[config.mk]
export PLATFORM = sky130hd
export DESIGN_NAME = pcap_state_ram
export DESIGN_NICKNAME = d
export VERILOG_FILES = /design/src/hw/rtl/pcap_pkg.sv /design/src/hw/rtl/pcap_state_ram.sv
export SDC_FILE = /design/constraint.sdc
export NUM_CORES = 1
export LEC_CHECK = 0
export BUFFER_PORTS_ARGS = -buffer_cell sky130_fd_sc_hd__buf_4
export CAP_MARGIN = 20
export CORE_ASPECT_RATIO = 2
export CORE_MARGIN = 5
export CORE_UTILIZATION = 48
export CTS_BUF_LIST = sky130_fd_sc_hd__clkbuf_16
export DETAILED_ROUTE_END_ITERATION = 10
export GPL_TIMING_DRIVEN = 0
export PLACE_DENSITY = 0.65
export SKIP_LAST_GASP = 1
export SYNTH_ARGS = -nofsm -noshare
export SYNTH_HDL_FRONTEND = slang
export SYNTH_SLANG_ARGS = --single-unit
[constraint.sdc]
create_clock -name clk_i -period 1.7 [get_ports clk_i]
set_input_delay 0.34 -clock clk_i [delete_from_list [all_inputs] [get_ports clk_i]]
set_output_delay 0.34 -clock clk_i [all_outputs]
set_load 0.03 [all_outputs]
[src/hw/rtl/pcap_pkg.sv]
// pcap_pkg: shared types and codes for the pulse capture block
// channel state record, sample report, history entry and result beat layout
// no dependencies
package pcap_pkg;

  localparam int TIME_W     = 40;  // width of timestamp and measured times
  localparam int ANGLE_W    = 16;
  localparam int COUNT_W    = 32;
  localparam int HIST_FILL_W = 7;  // holds a fill of up to 64 entries
  localparam int HIST_PTR_W  = 6;  // ring pointer for up to 64 entries
  localparam int CFG_IDX_W  = 2;
  localparam int CFG_DATA_W = 8;

  // input item kinds
  localparam logic KIND_SAMPLE = 1'b0;
  localparam logic KIND_DUMP   = 1'b1;

  // result kinds
  localparam logic RES_REPORT = 1'b0;
  localparam logic RES_ENTRY  = 1'b1;

  // configuration register indexes
  localparam logic [CFG_IDX_W-1:0] REG_POLARITY   = 2'd0;
  localparam logic [CFG_IDX_W-1:0] REG_CHAN_COUNT = 2'd1;

  typedef struct packed {
    logic                   level;
    logic                   started;
    logic                   prev_active;
    logic [TIME_W-1:0]      last_active;
    logic [TIME_W-1:0]      pulse_start;
    logic [COUNT_W-1:0]     pulses;
    logic [HIST_FILL_W-1:0] fill;
    logic [HIST_PTR_W-1:0]  head;
  } chan_state_t;

  typedef struct packed {
    logic               edge_seen;
    logic               period_valid;
    logic [TIME_W-1:0]  period_cycles;
    logic               width_valid;
    logic [TIME_W-1:0]  width_cycles;
    logic [COUNT_W-1:0] pulse_count;
  } report_t;

  typedef struct packed {
    logic [TIME_W-1:0]  time_stamp;
    logic               level;
    logic [ANGLE_W-1:0] angle;
  } hist_entry_t;

  typedef struct packed {
    logic               result_kind;
    report_t            rpt;
    logic               entry_valid;
    hist_entry_t        entry;
    logic               last;
  } result_t;

endpackage

[src/hw/rtl/pcap_state_ram.sv]
// pcap_state_ram: per-channel state memory with a registered read port
// entries read as zero until first written; uses pcap_pkg
module pcap_state_ram import pcap_pkg::*; #(
  parameter int NUM_CHANNELS = 8,
  parameter int AW           = 3
) (
  input  logic          clk_i,
  input  logic          rst_ni,
  input  logic          re_i,
  input  logic [AW-1:0] raddr_i,
  input  logic          we_i,
  input  logic [AW-1:0] waddr_i,
  input  chan_state_t   wdata_i,
  output chan_state_t   rdata_o
);

  chan_state_t             mem_q [NUM_CHANNELS];
  logic [NUM_CHANNELS-1:0] vld_q;
  chan_state_t             rd_q;
  logic                    rd_vld_q;

  always_ff @(posedge clk_i) begin
    if (we_i) begin
      mem_q[waddr_i] <= wdata_i;
    end
    if (re_i) begin
      rd_q <= mem_q[raddr_i];
    end
  end

  // written flags, cleared at reset
  always_ff @(posedge clk_i or negedge rst_ni) begin
    if (!rst_ni) begin
      vld_q    <= '0;
      rd_vld_q <= 1'b0;
    end else begin
      if (we_i) begin
        vld_q[waddr_i] <= 1'b1;
      end
      if (re_i) begin
        rd_vld_q <= vld_q[raddr_i];
      end
    end
  end

  assign rdata_o = rd_vld_q ? rd_q : '0;

endmodule

== After elaboration in Yosys (flattened, before gate mapping) ==
Memories as Yosys holds them, arrays and structs flattened. A register that Yosys moved wholly into a read port is not among the register bits.
Cells that the tools add are included.
Widths: inputs -> output; s select.
Word-level totals
  register bits: 9
  bits in writable memories: 1024
  input bits: 138
  output and inout bits: 128
  word-level logic and storage cells: 15
  memories kept: 1
Operators by class
  order comparisons: 3
  mux-type cells: 7
  bitwise operators: 1
  reductions and logical operators: 1
Memories
  mem_q: depth 8, width 128, rd ports 1, clocked after memory_dff 1, write ports 1, line pcap_state_ram.sv:17  | chan_state_t mem_q [NUM_CHANNELS];
Operators by type and width (count)
  $mux 128: 1
  $lt 3x4->1 const B: 2
  $or 8x8->8: 1
  $mux 1: 4
  $bmux 1 s3: 1
  $demux 1 s3: 1
  $ge 3x1->1 const B: 1
  $logic_and 1x1->1: 1

== Logic depth before layout (Yosys ltp) ==
  word-level depth: 5
  gate-level depth with buffers: 6
  gate-level depth less buffers: 3

== Worst setup path after synthesis ==
No wires, ideal clock.
  path type: input to register
  start point: input waddr_i[2]
  end point: register vld_q[0]
  library setup time: 121 ps
  arrival time: 10033 ps
  data required time: 1579 ps
  slack: -8454 ps
  cell stages on the path: 2
  buffers on the path: 0
  cell sequence: nor3_1 -> or2_2
Between the ends
  longest elaborated chain between the ends: 5
  elaborated cells on any way between the ends: 6
  classes of those cells: 2 x order compare; 2 x mux; 1 x bitwise; 1 x reduce/logical
RTL lines
  start, declared: line pcap_state_ram.sv:12  | input logic [AW-1:0] waddr_i,
  $lt 3x4->1 (implied by the code) or $ge 3x1->1 (tied branches): line pcap_state_ram.sv:38  | vld_q[waddr_i] <= 1'b1;
  $logic_and 1x1->1 (implied by the code): line pcap_state_ram.sv:38
  $mux 1 (implied by the code): line pcap_state_ram.sv:38
  $demux 1 s3 (*): line pcap_state_ram.sv:38
  $or 8x8->8 (no source line) (*)
  end signal, assigned: line pcap_state_ram.sv:34  | vld_q <= '0;
  end signal, assigned by index: line pcap_state_ram.sv:38
  end, declared: line pcap_state_ram.sv:18  | logic [NUM_CHANNELS-1:0] vld_q;
Every way passes the cells marked *; elsewhere a longest branch is shown, timed or not.
A chain may end at the register's enable or synchronous reset.

==> summary.md <==
| Metric | Value |
|---|---|
| Status | finished, violations left |
| Failing checks | setup timing |
| Crit path launch type | flip-flop |
| CTS tree | yes |
| Die area | 97,200 um^2 |
| Commonest non-fill, non-tap cell in the layout | edfxtp_1 |
| DR vias | 20,313 |
| WP data required | approximately 1.4 ns |
| Flops & latches, synth | between 1,000 and 1,500 |
| Post-synthesis cell type count | 18 |
| Lkg Pwr | 18.2 nW |
| RSZ-0062 raised after global routing | true |
| Least-Margin Pin Slew | roughly 0.84 ns |
| Clock Sinks | between 1,000 and 1,500 |
| Final WS setup | -0.524 ns |
| Pwr Density | between 1000 and 1500 nW/um^2 |
| Peak VDD IR | about 1.1 mV |
| # rows | around 160 |
| Worst Setup Path Type | flip-flop to primary output |
| Gr usage total | 20.5% |
| Largest net degree at the start of global routing | 70 |
| WP data arrival | 1.88 ns |
| Sw Pwr | 13.1 mW |
| Worst-skew pair later-pin latency | 0.68 ns |
| Synth warn | 0 |
| Initial antenna violation count | 8 |
| Register area share after synthesis | 80.0% |
| WL final | 99,500 um |
| Nets | 2,497 |
| Share of power burned in registers | a little over half |
| Final period utilization | 131% |
| Vias per inst | 5.59 |
| Area grow syn2layout | 25.0% |
| Fmax achieved | 0.450 GHz |
| Io pins | 266 |
| Core area | 90,200 um^2 |
| DRC | 0 |
| Post-Synthesis Mean Instance Area | about 24 um^2 |
| Port bufs | 262 |
| Max Cap Viol | 0 |
| Clock slew seen by the registers of the worst setup and hold paths | 0.07 ns |
| Most frequent cells in the layout | edfxtp_1, mux4_2, buf_4, dlygate4sd3_1, mux2_2 |
| DRT Pass-1 Iters | 5 |
| Fin Clk Skew | 0.0188 ns |
| Tot Pwr | 61.4 mW |
| Max H-tree Level | 3 |
| Slew Viols, Final | 0 |
| # fillers | 6,339 |
| Initial core utilization | 48.3% |
| Clock buffer depth | 3 |
| DP Wirelength | 61,900 um |
| Routed Antenna Nets | 0 |
| Share of cells above drive strength 1 | a little over two fifths |
| Switching share of power | between 20% and 30% |
| Clk network pwr share | about 37% |
| Routed WL per cell | 27.4 um |
| Hold Path Class | input port to async pin |
| Remaining Overflow, GRT | 0 |
| Die height | 436 um |
| Setup-failing EPs final | about 130 |
| Comb pwr share | 9.5% |
| RD Place Congestion | 0.707 |
| Vias in the first global route | 22,216 |
| Max Fanout on Critical Path | 10 |
| Chip Width | 223 um |
| Relative slew slack | 43.9% |
| CTS root buf | clkbuf_16 |
| Total negative slack | -61.25 ns |
| FF+latch area | 34,800 um^2 |
| Syn Inst Count | around 1,800 |
| Fin crit period | 2.22 ns |
| First-pass GRT wire length | 147,000 um |
| Final Hold Viols | 0 |
| Total CTS buffers | 97 |
| DRT iter0 DRCs | 1,734 |
| Kind of end point of the critical path | primary output |
| Post-synth net total | 1,925 |
| Post-synthesis cell area | between 40,000 and 50,000 um^2 |
| Int Pwr | 48.3 mW |
| Multi-input gate area | 8490 um^2 |
[cell families (layout without fill, tap and decap cells)]
group                  count (synthesis)  count (layout)  synth area share, %
buffers and inverters                 87             739                 1.18
DFF                                 1161            1161                 80.0
muxes                                390             390                 16.7
other                                  0               9                    0
and+or+nand+nor                      149             150                 2.09
[flip-flops by register name (all words and copies together), names as in the netlist]
register and count:
rd_q 128, rd_vld_q 1, mem_q 1024, vld_q 8
[final timing paths]
kind                            depth (start not counted)                     end  slack (ns)                   from
worst max register to register                          2       rd_q[4]$_DFFE_PP_        0.29  mem_q[4][4]$_DFFE_PP_
max in group asynchronous                               2    vld_q[5]$_DFFE_PN0P_        1.45                 rst_ni
worst min-delay path                                    2    vld_q[2]$_DFFE_PN0P_        0.11                 rst_ni
worst min register to register                          1    vld_q[7]$_DFFE_PN0P_        0.48   vld_q[7]$_DFFE_PN0P_
min in group clk_i                                      2  mem_q[1][18]$_DFFE_PP_        0.15             waddr_i[1]
worst max-delay path                                    5             rdata_o[37]       -0.52   rd_vld_q$_DFFE_PN0P_
[power by group through the flow]
| stage | logic, mW | registers, mW | clock network, mW |
|---|---|---|---|
| 4_1_cts | 5.81 | 32.9 | 23.1 |
| 2_1_floorplan | 2.84 | 33.5 | 0 |
| 5_1_grt | 6.19 | 33.0 | 24.3 |
| 6_report | 5.86 | 32.9 | 22.6 |
| 3_5_place_dp | 5.04 | 33.5 | 0 |
| 3_3_place_gp | 4.73 | 33.5 | 0 |
[area by class of cell]
type | count | share of cell area, %
Sequential cell | 1161 | 64.0
Multi-Input combinational cell | 540 | 15.6
Timing Repair Buffer | 472 | 9.77
Clock buffer | 101 | 4.65
Tap cell | 1185 | 2.73
Buffer | 86 | 1.90
Clock inverter | 79 | 1.28
Antenna cell | 9 | 0.0414
Inverter | 1 | 0.00690
[repair_timing]
action	CTS	global route
resized for setup	193	55
gates cloned	4	2
hold buffers	129	0
hold endpoints to repair	1033	0
pin swaps	4	3
endpoints found under the setup margin	279	164
buffers inserted	7	8
[synthesized netlist by cell type]
library cell	count	area share [%]
and2_1	128	1.8
buf_8	1	0.034
dfrtp_1	9	0.52
buf_2	10	0.12
nor3_1	2	0.023
inv_1	1	0.0086
nor2_1	6	0.052
mux2i_1	5	0.12
mux4_2	257	13
nand2b_1	3	0.043
mux2_2	128	3.3
edfxtp_1	1152	79
clkbuf_1	39	0.34
buf_1	14	0.12
buf_4	1	0.017
nand2_1	2	0.017
buf_6	21	0.54
or2_2	8	0.12
[critical path: stages (launching register included)]
cell       delay (ns)
dfrtp_1          0.41
buf_8            0.15
buf_12           0.15
clkbuf_16        0.18
and2_1           0.15
buf_6            0.14
[routing by layer]
layer,track usage [%],share of wire [%]
met4,5.50,2.1
met3,3.51,5.2
met5,0,0.013
met2,36.4,54
met1,26.4,39
[stage by stage]
step | hold WS, ns | std cells | util, % | setup WS, ns | cell area (um^2)
6_report | 0.107 | 3634 | 60.3 | -0.524 | 54400
5_1_grt | 0.0729 | 3628 | 60.3 | -0.588 | 54400
4_1_cts | 0.0136 | 3616 | 60.0 | -0.615 | 54100
3_5_place_dp | 0.169 | 3296 | 54.0 | -1.25 | 48700
3_3_place_gp | 0.162 | 3234 | 52.5 | -6.11 | 47300
2_1_floorplan | 0.0444 | 1787 | - | -2.35 | 43900
(Power assumes the default switching activity.)
