==> config.mk <==
export PLATFORM = sky130hd
export DESIGN_NAME = pcap_update
export DESIGN_NICKNAME = d
export VERILOG_FILES = /design/src/hw/rtl/pcap_pkg.sv /design/src/hw/rtl/pcap_update.sv
export SDC_FILE = /design/constraint.sdc
export NUM_CORES = 1
export LEC_CHECK = 0
export BUFFER_PORTS_ARGS = -buffer_cell sky130_fd_sc_hd__buf_2
export CAP_MARGIN = 25
export CELL_PAD_IN_SITES_DETAIL_PLACEMENT = 1
export CELL_PAD_IN_SITES_GLOBAL_PLACEMENT = 2
export CORE_ASPECT_RATIO = 0.9
export CORE_MARGIN = 5
export CORE_UTILIZATION = 21
export DETAILED_ROUTE_END_ITERATION = 10
export GPL_ROUTABILITY_DRIVEN = 0
export PLACE_DENSITY_LB_ADDON = 0.1
export SLEW_MARGIN = 20
export SYNTH_ARGS = -nofsm -noshare
export SYNTH_HDL_FRONTEND = slang
export SYNTH_SLANG_ARGS = --single-unit
==> constraint.sdc <==
create_clock -name vclk -period 4.3
set_input_delay 0.645 -clock vclk [all_inputs]
set_output_delay 0.645 -clock vclk [all_outputs]
set_load 0.01 [all_outputs]
==> src/hw/rtl/pcap_pkg.sv <==
// pcap_pkg: shared types and codes for the pulse capture block
// channel state record, sample report, history entry and result beat layout
// no dependencies
package pcap_pkg;

  localparam int TIME_W     = 40;  // width of timestamp and measured times
  localparam int ANGLE_W    = 16;
  localparam int COUNT_W    = 32;
  localparam int HIST_FILL_W = 7;  // holds a fill of up to 64 entries
  localparam int HIST_PTR_W  = 6;  // ring pointer for up to 64 entries
  localparam int CFG_IDX_W  = 2;
  localparam int CFG_DATA_W = 8;

  // input item kinds
  localparam logic KIND_SAMPLE = 1'b0;
  localparam logic KIND_DUMP   = 1'b1;

  // result kinds
  localparam logic RES_REPORT = 1'b0;
  localparam logic RES_ENTRY  = 1'b1;

  // configuration register indexes
  localparam logic [CFG_IDX_W-1:0] REG_POLARITY   = 2'd0;
  localparam logic [CFG_IDX_W-1:0] REG_CHAN_COUNT = 2'd1;

  typedef struct packed {
    logic                   level;
    logic                   started;
    logic                   prev_active;
    logic [TIME_W-1:0]      last_active;
    logic [TIME_W-1:0]      pulse_start;
    logic [COUNT_W-1:0]     pulses;
    logic [HIST_FILL_W-1:0] fill;
    logic [HIST_PTR_W-1:0]  head;
  } chan_state_t;

  typedef struct packed {
    logic               edge_seen;
    logic               period_valid;
    logic [TIME_W-1:0]  period_cycles;
    logic               width_valid;
    logic [TIME_W-1:0]  width_cycles;
    logic [COUNT_W-1:0] pulse_count;
  } report_t;

  typedef struct packed {
    logic [TIME_W-1:0]  time_stamp;
    logic               level;
    logic [ANGLE_W-1:0] angle;
  } hist_entry_t;

  typedef struct packed {
    logic               result_kind;
    report_t            rpt;
    logic               entry_valid;
    hist_entry_t        entry;
    logic               last;
  } result_t;

endpackage

==> src/hw/rtl/pcap_update.sv <==
// pcap_update: edge detection, period and width measurement, ring slot choice
// combinational read-modify step on one channel record; uses pcap_pkg
module pcap_update import pcap_pkg::*; #(
  parameter int TIME_BITS     = 40,
  parameter int HISTORY_DEPTH = 32
) (
  input  chan_state_t           st_i,
  input  logic                  level_i,
  input  logic                  act_high_i,
  input  logic [TIME_W-1:0]     now_i,
  output chan_state_t           st_o,
  output report_t               rpt_o,
  output logic                  log_we_o,
  output logic [HIST_PTR_W-1:0] log_ptr_o
);

  localparam int TW = (TIME_BITS < TIME_W) ? TIME_BITS : TIME_W;
  localparam logic [TIME_W-1:0] TMASK = {TIME_W{1'b1}} >> (TIME_W - TW);
  localparam logic [HIST_FILL_W-1:0] HD = HIST_FILL_W'(HISTORY_DEPTH);

  logic [HIST_FILL_W-1:0] head_ext;
  logic [HIST_FILL_W-1:0] h_cur;
  logic [HIST_FILL_W-1:0] h_inc;
  logic [HIST_FILL_W-1:0] h_next;

  assign head_ext = {1'b0, st_i.head};
  assign h_cur    = (head_ext < HD) ? head_ext : '0;
  assign h_inc    = h_cur + HIST_FILL_W'(1);
  assign h_next   = (h_inc == HD) ? '0 : h_inc;

  always_comb begin
    st_o      = st_i;
    rpt_o     = '0;
    log_we_o  = 1'b0;
    log_ptr_o = '0;
    if (level_i != st_i.level) begin
      st_o.level      = level_i;
      rpt_o.edge_seen = 1'b1;
      log_we_o        = 1'b1;
      if (level_i == act_high_i) begin
        // active edge: period since previous active edge, restart pulse
        if (st_i.prev_active) begin
          rpt_o.period_valid  = 1'b1;
          rpt_o.period_cycles = (now_i - st_i.last_active) & TMASK;
        end
        st_o.last_active = now_i;
        st_o.prev_active = 1'b1;
        st_o.pulse_start = now_i;
        st_o.started     = 1'b1;
      end else if (st_i.started) begin
        rpt_o.width_valid  = 1'b1;
        rpt_o.width_cycles = (now_i - st_i.pulse_start) & TMASK;
        st_o.pulses        = st_i.pulses + COUNT_W'(1);
      end
      // ring slot: append while filling, then overwrite the oldest
      if (st_i.fill < HD) begin
        log_ptr_o = st_i.fill[HIST_PTR_W-1:0];
        st_o.fill = st_i.fill + HIST_FILL_W'(1);
      end else begin
        log_ptr_o = h_cur[HIST_PTR_W-1:0];
        st_o.head = h_next[HIST_PTR_W-1:0];
      end
    end
    rpt_o.pulse_count = st_o.pulses;
  end

endmodule

# Word level (Yosys, flattened, before mapping)

Cells that the tools add are included.

Logic and storage cells: 26
Input port bits: 170
Output and inout bits: 250
Register bits: 0

Muxes and demuxes: 16
Magnitude comparators: 2
$add $sub $neg: 5
Eq/ne operators: 3

Operators by type and width:

| cell                  | count |
|---|---|
| $mux 41               | 4 |
| $mux 128              | 1 |
| $mux 83               | 1 |
| $mux 82               | 1 |
| $sub 40x40->40        | 2 |
| $mux 32               | 2 |
| $add 32x1->32 const B | 1 |
| $mux 6                | 5 |
| $add 6x1->7 const B   | 1 |
| $add 7x1->7 const B   | 1 |
| $eq 7x6->1 const B    | 1 |
| $lt 7x6->1 const B    | 1 |
| $mux 7                | 1 |
| $lt 6x6->1 const B    | 1 |
| $eq 1x1->1            | 1 |
| $mux 1                | 1 |
| $ne 1x1->1            | 1 |

# Depth between registers and ports, before layout

Depth after elaboration: 7
Depth in mapped cells: 13
Mapped depth without buffers: 13

# Least setup slack after synthesis

Ideal clock, no wire load.

Path kind: in2out
Start: input port st_i[127] (netlist name)
End: output port st_o[40] (netlist name)
Cell stages on the path: 13
Path buffers: 1
Arrival: 2.862 ns
Path slack: 0.793 ns
Cell sequence: inv_1 -> ha_1 -> inv_1 -> nand3_2 -> inv_2 -> and4_1 -> and4_4 -> and3_4 -> nand2_2 -> nor2_4 -> nand3_1 -> xnor2_1 -> buf_4

RTL lines:

| what        | RTL line          | source |
|---|---|---|
| from (decl) | pcap_update.sv:7  | `input chan_state_t st_i,` |
| to (decl)   | pcap_update.sv:11 | `output chan_state_t st_o,` |

==> summary.txt <==
Critical path
  • Slowest cell delay on critical path: ~400 ps
  • CP max FO: 3
  • CP Class: in2out
  • CP Capture Type: output pin
  • CP top delay family: compound AO/OA/AOI/OAI gates
  • CP Depth: 15
  • Critical Path RT: about 3700 ps
  • Worst path bufs/invs: 4
  • Critical path's slowest cell: fa_1
  • CP arrival: between 3000 and 4000 ps
  • Startpoint types: primary input
  • Critical-path cell list: buf_2, inv_1, ha_1, inv_1, fa_1, a21oi_1, o21ai_1, a31oi_2, o21ai_0, a21o_1, a221oi_4, o21ai_0, a21oi_1, a31o_2, buf_2

Power and ir drop
  • Net Sw Power: ~0.00084 W
  • Worst vdd ir: ~0.051 mV
  • Clock power share: 0%
  • Reg power frac: 0%
  • Leakage: around 5 nW
  • Logic gate share of total power: 100.0%
  • Switching share of power: roughly 60%
  • Cell Pwr Density: 155 mW/mm^2
  • Internal power: ~0.00056 W

STA
  • Finish-stage setup viols: 0
  • Period minus WS final: approximately 4100 ps
  • Unrepaired setup endpoints after global routing: no
  • Slew headroom: 56.5%
  • Slew @ Worst Pin: roughly 650 ps
  • F_max: between 200 and 250 MHz
  • Final Hold Viols: 0
  • Final period util: roughly 95%
  • Max-slew violations: 0
  • Setup TNS: 0 ps

Synthesis
  • Avg Synthesized Cell Area: 6.10 sq um
  • Top-area cell type share of the netlist area: between 15 and 20%
  • Netlist Area Pre-Place: 0.00665 sq mm
  • Post-synthesis sequential area ratio: 0%
  • Cell taking the most area after synthesis: ha_1
  • Synth unique cells: slightly below 70
  • Yosys Warn Count: 0
  • Synth top area cells: ha_1 (16%), xnor2_1 (9.5%), o21ai_0 (8.7%), nand2_1 (7.4%), nor2_1 (6.6%)
  • Syn Inst Count: approximately 1100
  • Syn_nets: 1345

GRT
  • Number of global-route vias before repair: a little under 9000
  • Global-route wire length before repair: between 50000 and 60000 microns
  • Largest net degree at the start of global routing: approximately 120
  • Initial antenna violation count: 1
  • Grt total ovfl: 0
  • All-layer global routing usage: between 10% and 20%

Place
  • Hpwl dp: between 30000 and 40000 microns
  • DP Cell Count: 1855
  • Cell Area, Placed: 0.00896 sq mm
  • I/O Buffers: approximately 420

Cells and area
  • Non-filler cells, final: between 1500 and 2000
  • Area growth syn-to-layout: 35.7%
  • Final-layout clock buffer total: 0
  • # diodes: 0
  • Util after Layout: about 29%
  • Seq. cell area: 0 sq um
  • Share of post-route cells with drive strength above 1: 32.5%
  • Fill count: between 4000 and 5000
  • # nets final: 1704
  • Design area: about 0.009 sq mm
  • Sequential cell count: 0

Job
  • Max-cap violation count: 0

Floorplanning
  • Total die area: between 0.03 and 0.04 sq mm
  • Initial Utilization: between 20% and 30%
  • Site row count: 61
  • Core area: ~0.031 sq mm
  • Io pins: 420
  • Die Ht: about 180 microns
  • Die width: between 150 and 200 microns

Detailed routing
  • TritonRoute pass-1 iters: 4
  • WL final: around 35000 microns
  • DRC: 0
  • Initial DRC Count: 286
  • Routed Antenna Nets: 0
  • Via count: between 8000 and 9000
  • Drt wl/cell: around 19 microns
  • DR vias/cell: around 4.7

Outcome
  • Status: finished clean

Hold path
  • Worst hold path type: in2out
  • Hold path cells: 2

Clock tree
  • Post CTS Setup Buffer Count: 0
power groups by stage:
stage,logic [W],registers [W],clock network [W]
final,0.00140,0,0
after global routing,0.00156,0,0
after CTS,0.00141,0,0
after detailed placement,0.00140,0,0
after global placement,0.00140,0,0
after floorplan,0.000861,0,0
layout by cell type (no fill, tap or decap), types with 16 or more instances in the layout:
cell type / count
ha_1: 82
o21ai_0: 116
nand4_1: 17
buf_2: 419
buf_4: 18
nor2_1: 116
inv_1: 103
xnor2_1: 72
and3_1: 16
nand2_1: 130
nand3_1: 38
a21oi_1: 77
xor2_1: 35
a21o_1: 41
metrics by stage:
stage | hold WS [ps] | worst slack (ps) | power [W]
global placement | 1520 | 95.3 | 0.00140
finish | 1520 | 230 | 0.00140
CTS | 1520 | 42.6 | 0.00141
global route | 1530 | 23.2 | 0.00156
floorplan | 1370 | 793 | 0.000861
detailed placement | 1520 | 61.9 | 0.00140
Yosys cell counts, types with 3 or more instances:
library cell and number:
mux2i_1 3, nor4_1 3, a41oi_1 4, o21a_1 6
nand4_1 17, clkbuf_1 37, xor2_1 35, and4_1 4
a21oi_1 79, xnor2_1 72, nor3b_1 3, a21o_1 41
a31oi_1 8, and3_1 16, a22o_1 5, nand2_1 131
buf_2 4, nor2b_1 7, a211oi_1 9, nand2b_1 12
inv_1 103, a221oi_1 4, o21ai_0 116, nor2_1 117
a21bo_2 3, o211ai_1 3, nand3_1 38, or2_2 3
ha_1 83, o31ai_1 5, buf_1 4, o2111ai_1 4
and2_1 6, o21ai_1 8, nor3_1 12, buf_4 34
o21bai_1 12
final cells by class:
type	instances	area (sq um)	area share, %
tap	409	512	5.67
inverter	104	390	4.33
timing repair buffer	438	2260	25.0
multi-input combinational	905	5860	65.0
repair_timing:
action,4_1_cts,5_1_grt
setup endpoints to repair,0,9
gates resized for setup,0,8
hold buffers,0,0
hold endpoints to repair,0,0
cell families (layout without fill, tap and decap cells):
group / count (synthesis) / after routing / share of synthesized area [%]
AO/OA/AOI/OAI: 330 / 330 / 30.6
buffers and inverters: 185 / 542 / 12.6
other: 1 / 1 / 0.0564
multiplexers: 5 / 5 / 0.790
AND/OR/NAND/NOR: 377 / 377 / 25.7
adder cells (fa/ha/maj): 85 / 85 / 16.2
XOR/XNOR: 107 / 107 / 14.1
metal layers:
metal / vias up / part of all wire, % / track usage (%)
met1: 4078 / 45 / 24.4
met4: 2 / 1.3 / 1.78
met3: 18 / 6.3 / 3.01
li1: 4449 / - / -
met5: - / 0.056 / 0
met2: 247 / 47 / 32.5
final timing paths:
| path | startpoint | to | slack (ps) |
|---|---|---|---|
| worst max-delay path | now_i[0] | rpt_o[70] | 230 |
| worst min-delay path | st_i[12] | st_o[12] | 1520 |
Power figures use the tool's default switching activity.
